**src/rtl/wis_pkg.sv**
```systemverilog
// ----------------------------------------------------------------------------
// wis_pkg: shared types and constants
// Opcodes, status codes, sizing constants and the stack shift control used
// by the i32 stack execution unit and its operand cell chain.
// ----------------------------------------------------------------------------
package wis_pkg;

    localparam int STACK_DEPTH = 64;
    localparam int LOCAL_SLOTS = 16;
    localparam int LABEL_DEPTH = 16;

    localparam int SP_W    = $clog2(STACK_DEPTH + 1);
    localparam int LOC_W   = (LOCAL_SLOTS > 1) ? $clog2(LOCAL_SLOTS) : 1;
    localparam int LVL_W   = $clog2(LABEL_DEPTH);
    localparam int WORD_W  = 32;
    localparam int OFF_W   = 16;
    localparam int COUNT_W = 7;
    localparam int LCNT_W  = 5;

    localparam logic [WORD_W-1:0] BLOCK_TYPE_EMPTY = 32'h0000_0040;

    typedef enum logic [7:0] {
        OP_BLOCK     = 8'h02,
        OP_LOOP      = 8'h03,
        OP_END       = 8'h0B,
        OP_BR        = 8'h0C,
        OP_BR_IF     = 8'h0D,
        OP_DROP      = 8'h1A,
        OP_SELECT    = 8'h1B,
        OP_LOCAL_GET = 8'h20,
        OP_LOCAL_SET = 8'h21,
        OP_LOCAL_TEE = 8'h22,
        OP_I32_CONST = 8'h41,
        OP_I32_EQZ   = 8'h45,
        OP_I32_NE    = 8'h47,
        OP_I32_LT_S  = 8'h48,
        OP_I32_GT_S  = 8'h4A,
        OP_I32_GE_S  = 8'h4E,
        OP_I32_ADD   = 8'h6A,
        OP_I32_AND   = 8'h71
    } t_opcode;

    typedef enum logic [2:0] {
        ST_OK     = 3'd0,
        ST_UNDER  = 3'd1,
        ST_OVER   = 3'd2,
        ST_LOCAL  = 3'd3,
        ST_OPCODE = 3'd4,
        ST_BRANCH = 3'd5,
        ST_ENDED  = 3'd6
    } t_status;

    // what a cell loads this cycle
    typedef enum logic [1:0] {
        SH_HOLD = 2'd0,
        SH_LOAD = 2'd1,   // from the cell above (new value for the top cell)
        SH_POP1 = 2'd2,   // from the cell one below
        SH_POP2 = 2'd3    // from the cell two below
    } t_shift;

    typedef struct packed {
        t_shift top_mode;
        t_shift rest_mode;
    } t_stack_ctl;

endpackage

```
**src/rtl/wis_cell.sv**
```systemverilog
// ----------------------------------------------------------------------------
// wis_cell: one operand stack entry
// Holds one 32-bit word and reloads it from a neighbor or keeps it.
// ----------------------------------------------------------------------------
module wis_cell
    import wis_pkg::*;
(
    input  logic              i_clk,
    input  t_shift            i_mode,
    input  logic [WORD_W-1:0] i_from_up,
    input  logic [WORD_W-1:0] i_from_dn1,
    input  logic [WORD_W-1:0] i_from_dn2,
    output logic [WORD_W-1:0] o_value
);

    logic [WORD_W-1:0] r_value;
    logic [WORD_W-1:0] n_value;

    always_comb begin
        case (i_mode)
            SH_LOAD: n_value = i_from_up;
            SH_POP1: n_value = i_from_dn1;
            SH_POP2: n_value = i_from_dn2;
            default: n_value = r_value;
        endcase
    end

    always_ff @(posedge i_clk) begin
        r_value <= n_value;
    end

    assign o_value = r_value;

endmodule

```
**src/rtl/wis_stack.sv**
```systemverilog
// ----------------------------------------------------------------------------
// wis_stack: operand stack as a chain of cells
// Cell 0 is the top of stack. Push shifts the chain down, pops shift it up
// by one or two; the top three words are exposed to the execute logic.
// ----------------------------------------------------------------------------
module wis_stack
    import wis_pkg::*;
(
    input  logic              i_clk,
    input  t_stack_ctl        i_ctl,
    input  logic [WORD_W-1:0] i_new_top,
    output logic [WORD_W-1:0] o_top0,
    output logic [WORD_W-1:0] o_top1,
    output logic [WORD_W-1:0] o_top2
);

    logic [WORD_W-1:0] w_value [STACK_DEPTH];

    for (genvar gi = 0; gi < STACK_DEPTH; gi++) begin : g_cell
        logic [WORD_W-1:0] w_up;
        logic [WORD_W-1:0] w_dn1;
        logic [WORD_W-1:0] w_dn2;
        t_shift            w_mode;

        if (gi == 0) begin : g_top
            assign w_up   = i_new_top;
            assign w_mode = i_ctl.top_mode;
        end else begin : g_rest
            assign w_up   = w_value[gi-1];
            assign w_mode = i_ctl.rest_mode;
        end

        // entries past the bottom are never read back
        if (gi + 1 < STACK_DEPTH) begin : g_dn1
            assign w_dn1 = w_value[gi+1];
        end else begin : g_dn1_end
            assign w_dn1 = '0;
        end

        if (gi + 2 < STACK_DEPTH) begin : g_dn2
            assign w_dn2 = w_value[gi+2];
        end else begin : g_dn2_end
            assign w_dn2 = '0;
        end

        wis_cell u_cell (
            .i_clk      (i_clk),
            .i_mode     (w_mode),
            .i_from_up  (w_up),
            .i_from_dn1 (w_dn1),
            .i_from_dn2 (w_dn2),
            .o_value    (w_value[gi])
        );
    end

    assign o_top0 = w_value[0];
    assign o_top1 = w_value[1];
    assign o_top2 = w_value[2];

endmodule

```
**config.mk**
```make
export PLATFORM = sky130hd
export DESIGN_NAME = wis_stack
export DESIGN_NICKNAME = d
export VERILOG_FILES = /design/src/rtl/wis_pkg.sv /design/src/rtl/wis_cell.sv /design/src/rtl/wis_stack.sv
export SDC_FILE = /design/constraint.sdc
export NUM_CORES = 2
export LEC_CHECK = 0
export BUFFER_PORTS_ARGS = -buffer_cell sky130_fd_sc_hd__buf_2
export CORE_MARGIN = 5
export CORE_UTILIZATION = 41
export CTS_BUF_LIST = sky130_fd_sc_hd__clkbuf_4 sky130_fd_sc_hd__clkbuf_8
export CTS_CLUSTER_SIZE = 30
export DETAILED_ROUTE_END_ITERATION = 8
export HOLD_SLACK_MARGIN = 0.02
export SLEW_MARGIN = 40
export SYNTH_ARGS = -nofsm -noshare
export SYNTH_HDL_FRONTEND = slang
export SYNTH_HIERARCHICAL = 1
export SYNTH_SLANG_ARGS = --single-unit
export TNS_END_PERCENT = 20
```
**constraint.sdc**
```tcl
create_clock -name i_clk -period 1.79 [get_ports i_clk]
set_clock_uncertainty 0.1 [all_clocks]
set_input_delay 0.358 -clock i_clk [delete_from_list [all_inputs] [get_ports i_clk]]
set_output_delay 0.358 -clock i_clk [all_outputs]
set_load 0.01 [all_outputs]
```
### Word-level counts from Yosys, hierarchy flattened

Index checks and enable logic that the tools add are counted.

| operators by class | value |
|---|---|
| reductions and logical operators | 4 |
| eq/ne operators | 6 |
| multiplexer cells | 64 |

Operators by type and width:

| cell | number |
|---|---|
| 32-bit case mux with 3 select lines | 63 |
| 32-bit case mux with 2 select lines | 1 |
| 2-bit == test (second input constant) | 4 |
| 3-bit nonzero test | 2 |
| 2-bit by 1-bit == test with 1-bit output (second input constant) | 2 |
| 2-bit nonzero test | 1 |
| 2-bit OR reduction | 1 |

| storage, ports and cells | value |
|---|---|
| word-level logic and storage cells | 138 |
| input port bits | 37 |
| bits in registers | 2,048 |

### Depth between registers and ports, before layout

| logic depth | value |
|---|---|
| depth in word-level cells | 3 |
| depth in mapped cells | 4 |

### Modules after synthesis

The synthesis kept the hierarchy.

Modules (own cells, without submodules):

| module | cells an instance | times used | sequential area each (µm²) | area an instance (µm²) |
|---|---|---|---|---|
| wis_cell | 140 | 64 | 960.9 | 1,672.9 |
| wis_stack | 1 | 1 | 0.0 | 3.8 |

### Worst setup path before layout

Ideal clock, no wire load.

| timing path | value |
|---|---|
| path type | input -> register |
| start | in i_ctl[2] in the netlist's numbering |
| end | reg g_cell[0].u_cell.r_value[0] (enable) |
| library setup time | 0.330 ns |
| data arrival time | 1.144 ns |
| cell stages on the path | 3 |
| required time | 1.360 ns |
| path slack | 0.217 ns |
| path through | buf_6 > buf_12 > or2_2 |

| between the ends | value |
|---|---|
| cells in the longest elaborated chain, start to end | 2 |
| elaborated cells on any way between the ends | 4 |

Ends and longest elaborated chain:

| element | RTL line | text |
|---|---|---|
| start, declared | wis_stack.sv:10 | `input t_stack_ctl i_ctl,` |
| 2-bit by 1-bit == test with 1-bit output / 2-bit == test (equally long branches) | wis_cell.sv:20 | `case (i_mode)` |
| 3-bit nonzero test (no source line) (*) | - |  |
| end signal, assigned | wis_cell.sv:29 | `r_value <= n_value;` |
| end, declared | wis_cell.sv:16 | `logic [WORD_W-1:0] r_value;` |

Mark *: on every way between the ends. The rest lies on a longest branch, timed or not.
A chain may end at the register's enable or synchronous reset.

### Final worst setup path

| timing path | value |
|---|---|
| start | reg g_cell[0].u_cell.r_value[20] |
| end | out o_top0[20] |

RTL lines:

| element | RTL line | text |
|---|---|---|
| end, declared | wis_stack.sv:12 | `output logic [WORD_W-1:0] o_top0,` |

No word-level cell between the ends.

==> run_results.csv <==
group,metric,value,unit
critical_path,cp.arrival,1.77,ns
detailed_routing,route.vias.total,70700,
detailed_routing,routedWlPerCell,18.5,µm
layout,final_util,46.5,%
sta,post-route-period-util,125,%
global_routing,antenna_found_initial,4,
detailed_routing,postRouteAntennaNets,0,
critical_path,critPathMaxFanout,2,
placed_design,dpl.hpwl,168,mm
layout,drive_above_1_share,13.3,%
logic_synthesis,synth_area_leaders,"edfxtp_1 57%, mux2i_1 19%, a21oi_1 9.6%",
placed_design,dp_slack,-0.158,ns
clock_network,path_clk_slew,0.06,ns
global_routing,grt_pass1_wl,391,mm
detailed_routing,initialDrtViolationCount,5531,
logic_synthesis,synth-main-ff-cell,"edfxtp_1",
sta,fmax,0.449,GHz
detailed_routing,drc,0,
logic_synthesis,syn_inst,8961,
critical_path,slowest_delay,0.52,ns
detailed_routing,wl,244,mm
clock_network,clockBufferDepth,4,
power_and_ir_drop,p_per_area,1050,nW/µm²
sta,hold_violations,0,
global_routing,grt_start_max_net_pins,87,
detailed_routing,dr.max_layer_used,"met5",
sta,fin_crit,2.23,ns
sta,setup_viol,99,
logic_synthesis,yosys_register_bits,2048,
critical_path,slowest_stage,"edfxtp_1",
hold_path,min_path_type,"in -> reg",
floorplanning,die_h,521,µm
floorplanning,core,260000,µm²
clock_network,cts_root_buf,"clkbuf_8",
clock_network,cts_tree,"built",
layout,largest_reg_flops,2048,
logic_synthesis,yosysWarnings,6,
clock_network,clk_latency,1.06,ns
logic_synthesis,synth_common_cells,"2048 x a21oi_1, 2048 x edfxtp_1, 2048 x mux2i_1, 2048 x nor2_1",
critical_path,cp.required,1.33,ns
critical_path,startpoint_type,"flip-flop",
status,status,"finished, violations left",
detailed_routing,met3WireLength,11.6,mm
sta,fin_ws,-0.439,ns
global_routing,gr-total-overflow,0,
logic_synthesis,postSynth.asyncResetShare,0,%
detailed_routing,firstDrtPassIters,6,
logic_synthesis,ys_seq_area_share,57.4,%
critical_path,critical-path-top-delay-family,"flip-flops",
logic_synthesis,syn_area,107000,µm²
sta,rsz0062_at_grt,"yes",
power_and_ir_drop,p_leak,47.3,nW
detailed_routing,met2WireLength,115,mm
critical_path,worstSetupPathType,"reg -> out",
placed_design,io_buffers,132,
detailed_routing,viasPerCell,5.36,
logic_synthesis,synth-edff-count,2048,
critical_path,crit_buf_inv,1,
critical_path,end_kind,"output pin",
logic_synthesis,ys_types,11,
floorplanning,dieArea,271000,µm²
global_routing,grt_pass1_vias,71500,
layout,area_growth,12.9,%
floorplanning,io_pins,133,
global_routing,grt_use_total,17.2,%
floorplanning,die_w,521,µm
placed_design,gp_congestion,0.833,
layout,fin_cells,13200,
layout,nets,9562,
clock_network,htree_num_levels,5,
sta,final-max-slew-violation-count,0,
logic_synthesis,syn_area_per_cell,11.9,µm²
logic_synthesis,synth_top_area_share,57.4,%
floorplanning,fp-row-count,187,
clock_network,cts.sinks,2048,
placed_design,dp_cells,12400,
logic_synthesis,synth_top_cell_by_area,"edfxtp_1",
detailed_routing,wl_met1,112,mm
job,cap_violations,0,
clock_network,cts_made_buffers,373,
power_and_ir_drop,irDropWorstVdd,0.759,mV
sta,timing.setup.tns,-31.18,ns
status,violations,"setup timing",
critical_path,worstPathCellList,"buf_6",
floorplanning,initial_utilization,41.2,%
## power by group
part	leakage (nW)	switching [mW]	internal, mW
clock network	3.65	19.2	23.0
registers	19.7	5.95	61.5
logic	24.0	9.48	8.29
total	47.3	34.7	92.8
## cell usage in the layout (no fill, tap or decap)
cell type,n
inv_6,5
conb_1,96
clkinvlp_4,4
mux2i_1,2048
buf_8,1
or2_2,64
clkinv_2,33
edfxtp_1,2048
buf_6,30
clkbuf_8,378
bufinv_16,9
a21oi_1,2048
buf_12,229
diode_2,7
buf_4,339
clkbuf_4,107
buf_2,101
nor2_1,2048
dlygate4sd3_1,98
clkinv_1,103
## logic make-up after synthesis
group	Yosys count	share of synthesized area, %
AO/OA/AOI/OAI	2048	9.57
buffers and inverters	704	6.28
flip-flops	2048	57.4
multiplexers	2048	19.1
other	1	0.00350
AND/OR/NAND/NOR	2112	7.55
## timing repair
action                                 CTS  global route
hold buffers                            98             0
resized for setup                       22            17
setup endpoints to repair               96            99
setup buffers                           17            11
endpoints found under the hold margin  533             0
## path summary, 6_finish.rpt
path / start / end / slack [ns] / depth (start not counted)
setup / recovery: g_cell[0].u_cell/o_value[20] / o_top0[20] / -0.44 / 1
hold / removal: i_ctl[2] / g_cell[0].u_cell/o_value[17] / 0.30 / 4
setup reg to reg: g_cell[2].u_cell/o_value[16] / g_cell[0].u_cell/o_value[16] / 0 / 4
hold reg to reg: g_cell[54].u_cell/o_value[9] / g_cell[55].u_cell/o_value[9] / 0.49 / 2
## layout make-up
class	instances	area, µm²
clock inverter	154	896
timing repair buffer	798	8970
antenna	7	17.5
fill	23800	139000
tap	3402	4260
multi-input combinational	6304	39200
sequential	2048	61500
clock buffer	485	6010
## through the flow
stage                     hold slack [ns]  power (mW)  instance area (µm²)
final                               0.297         127               121000
after global routing                0.220         134               121000
after CTS                           0.158         129               121000
after detailed placement            0.494        85.5               113000
after global placement              0.487        84.9               113000
after floorplan                     0.488        79.2               107000
## per-layer routing
layer,global-route usage [%],up-vias
met5,0,-
met4,4.35,2
met3,2.56,390
met2,28.2,1637
met1,24.1,34700
li1,-,34000
Power figures use the tool's default switching activity.
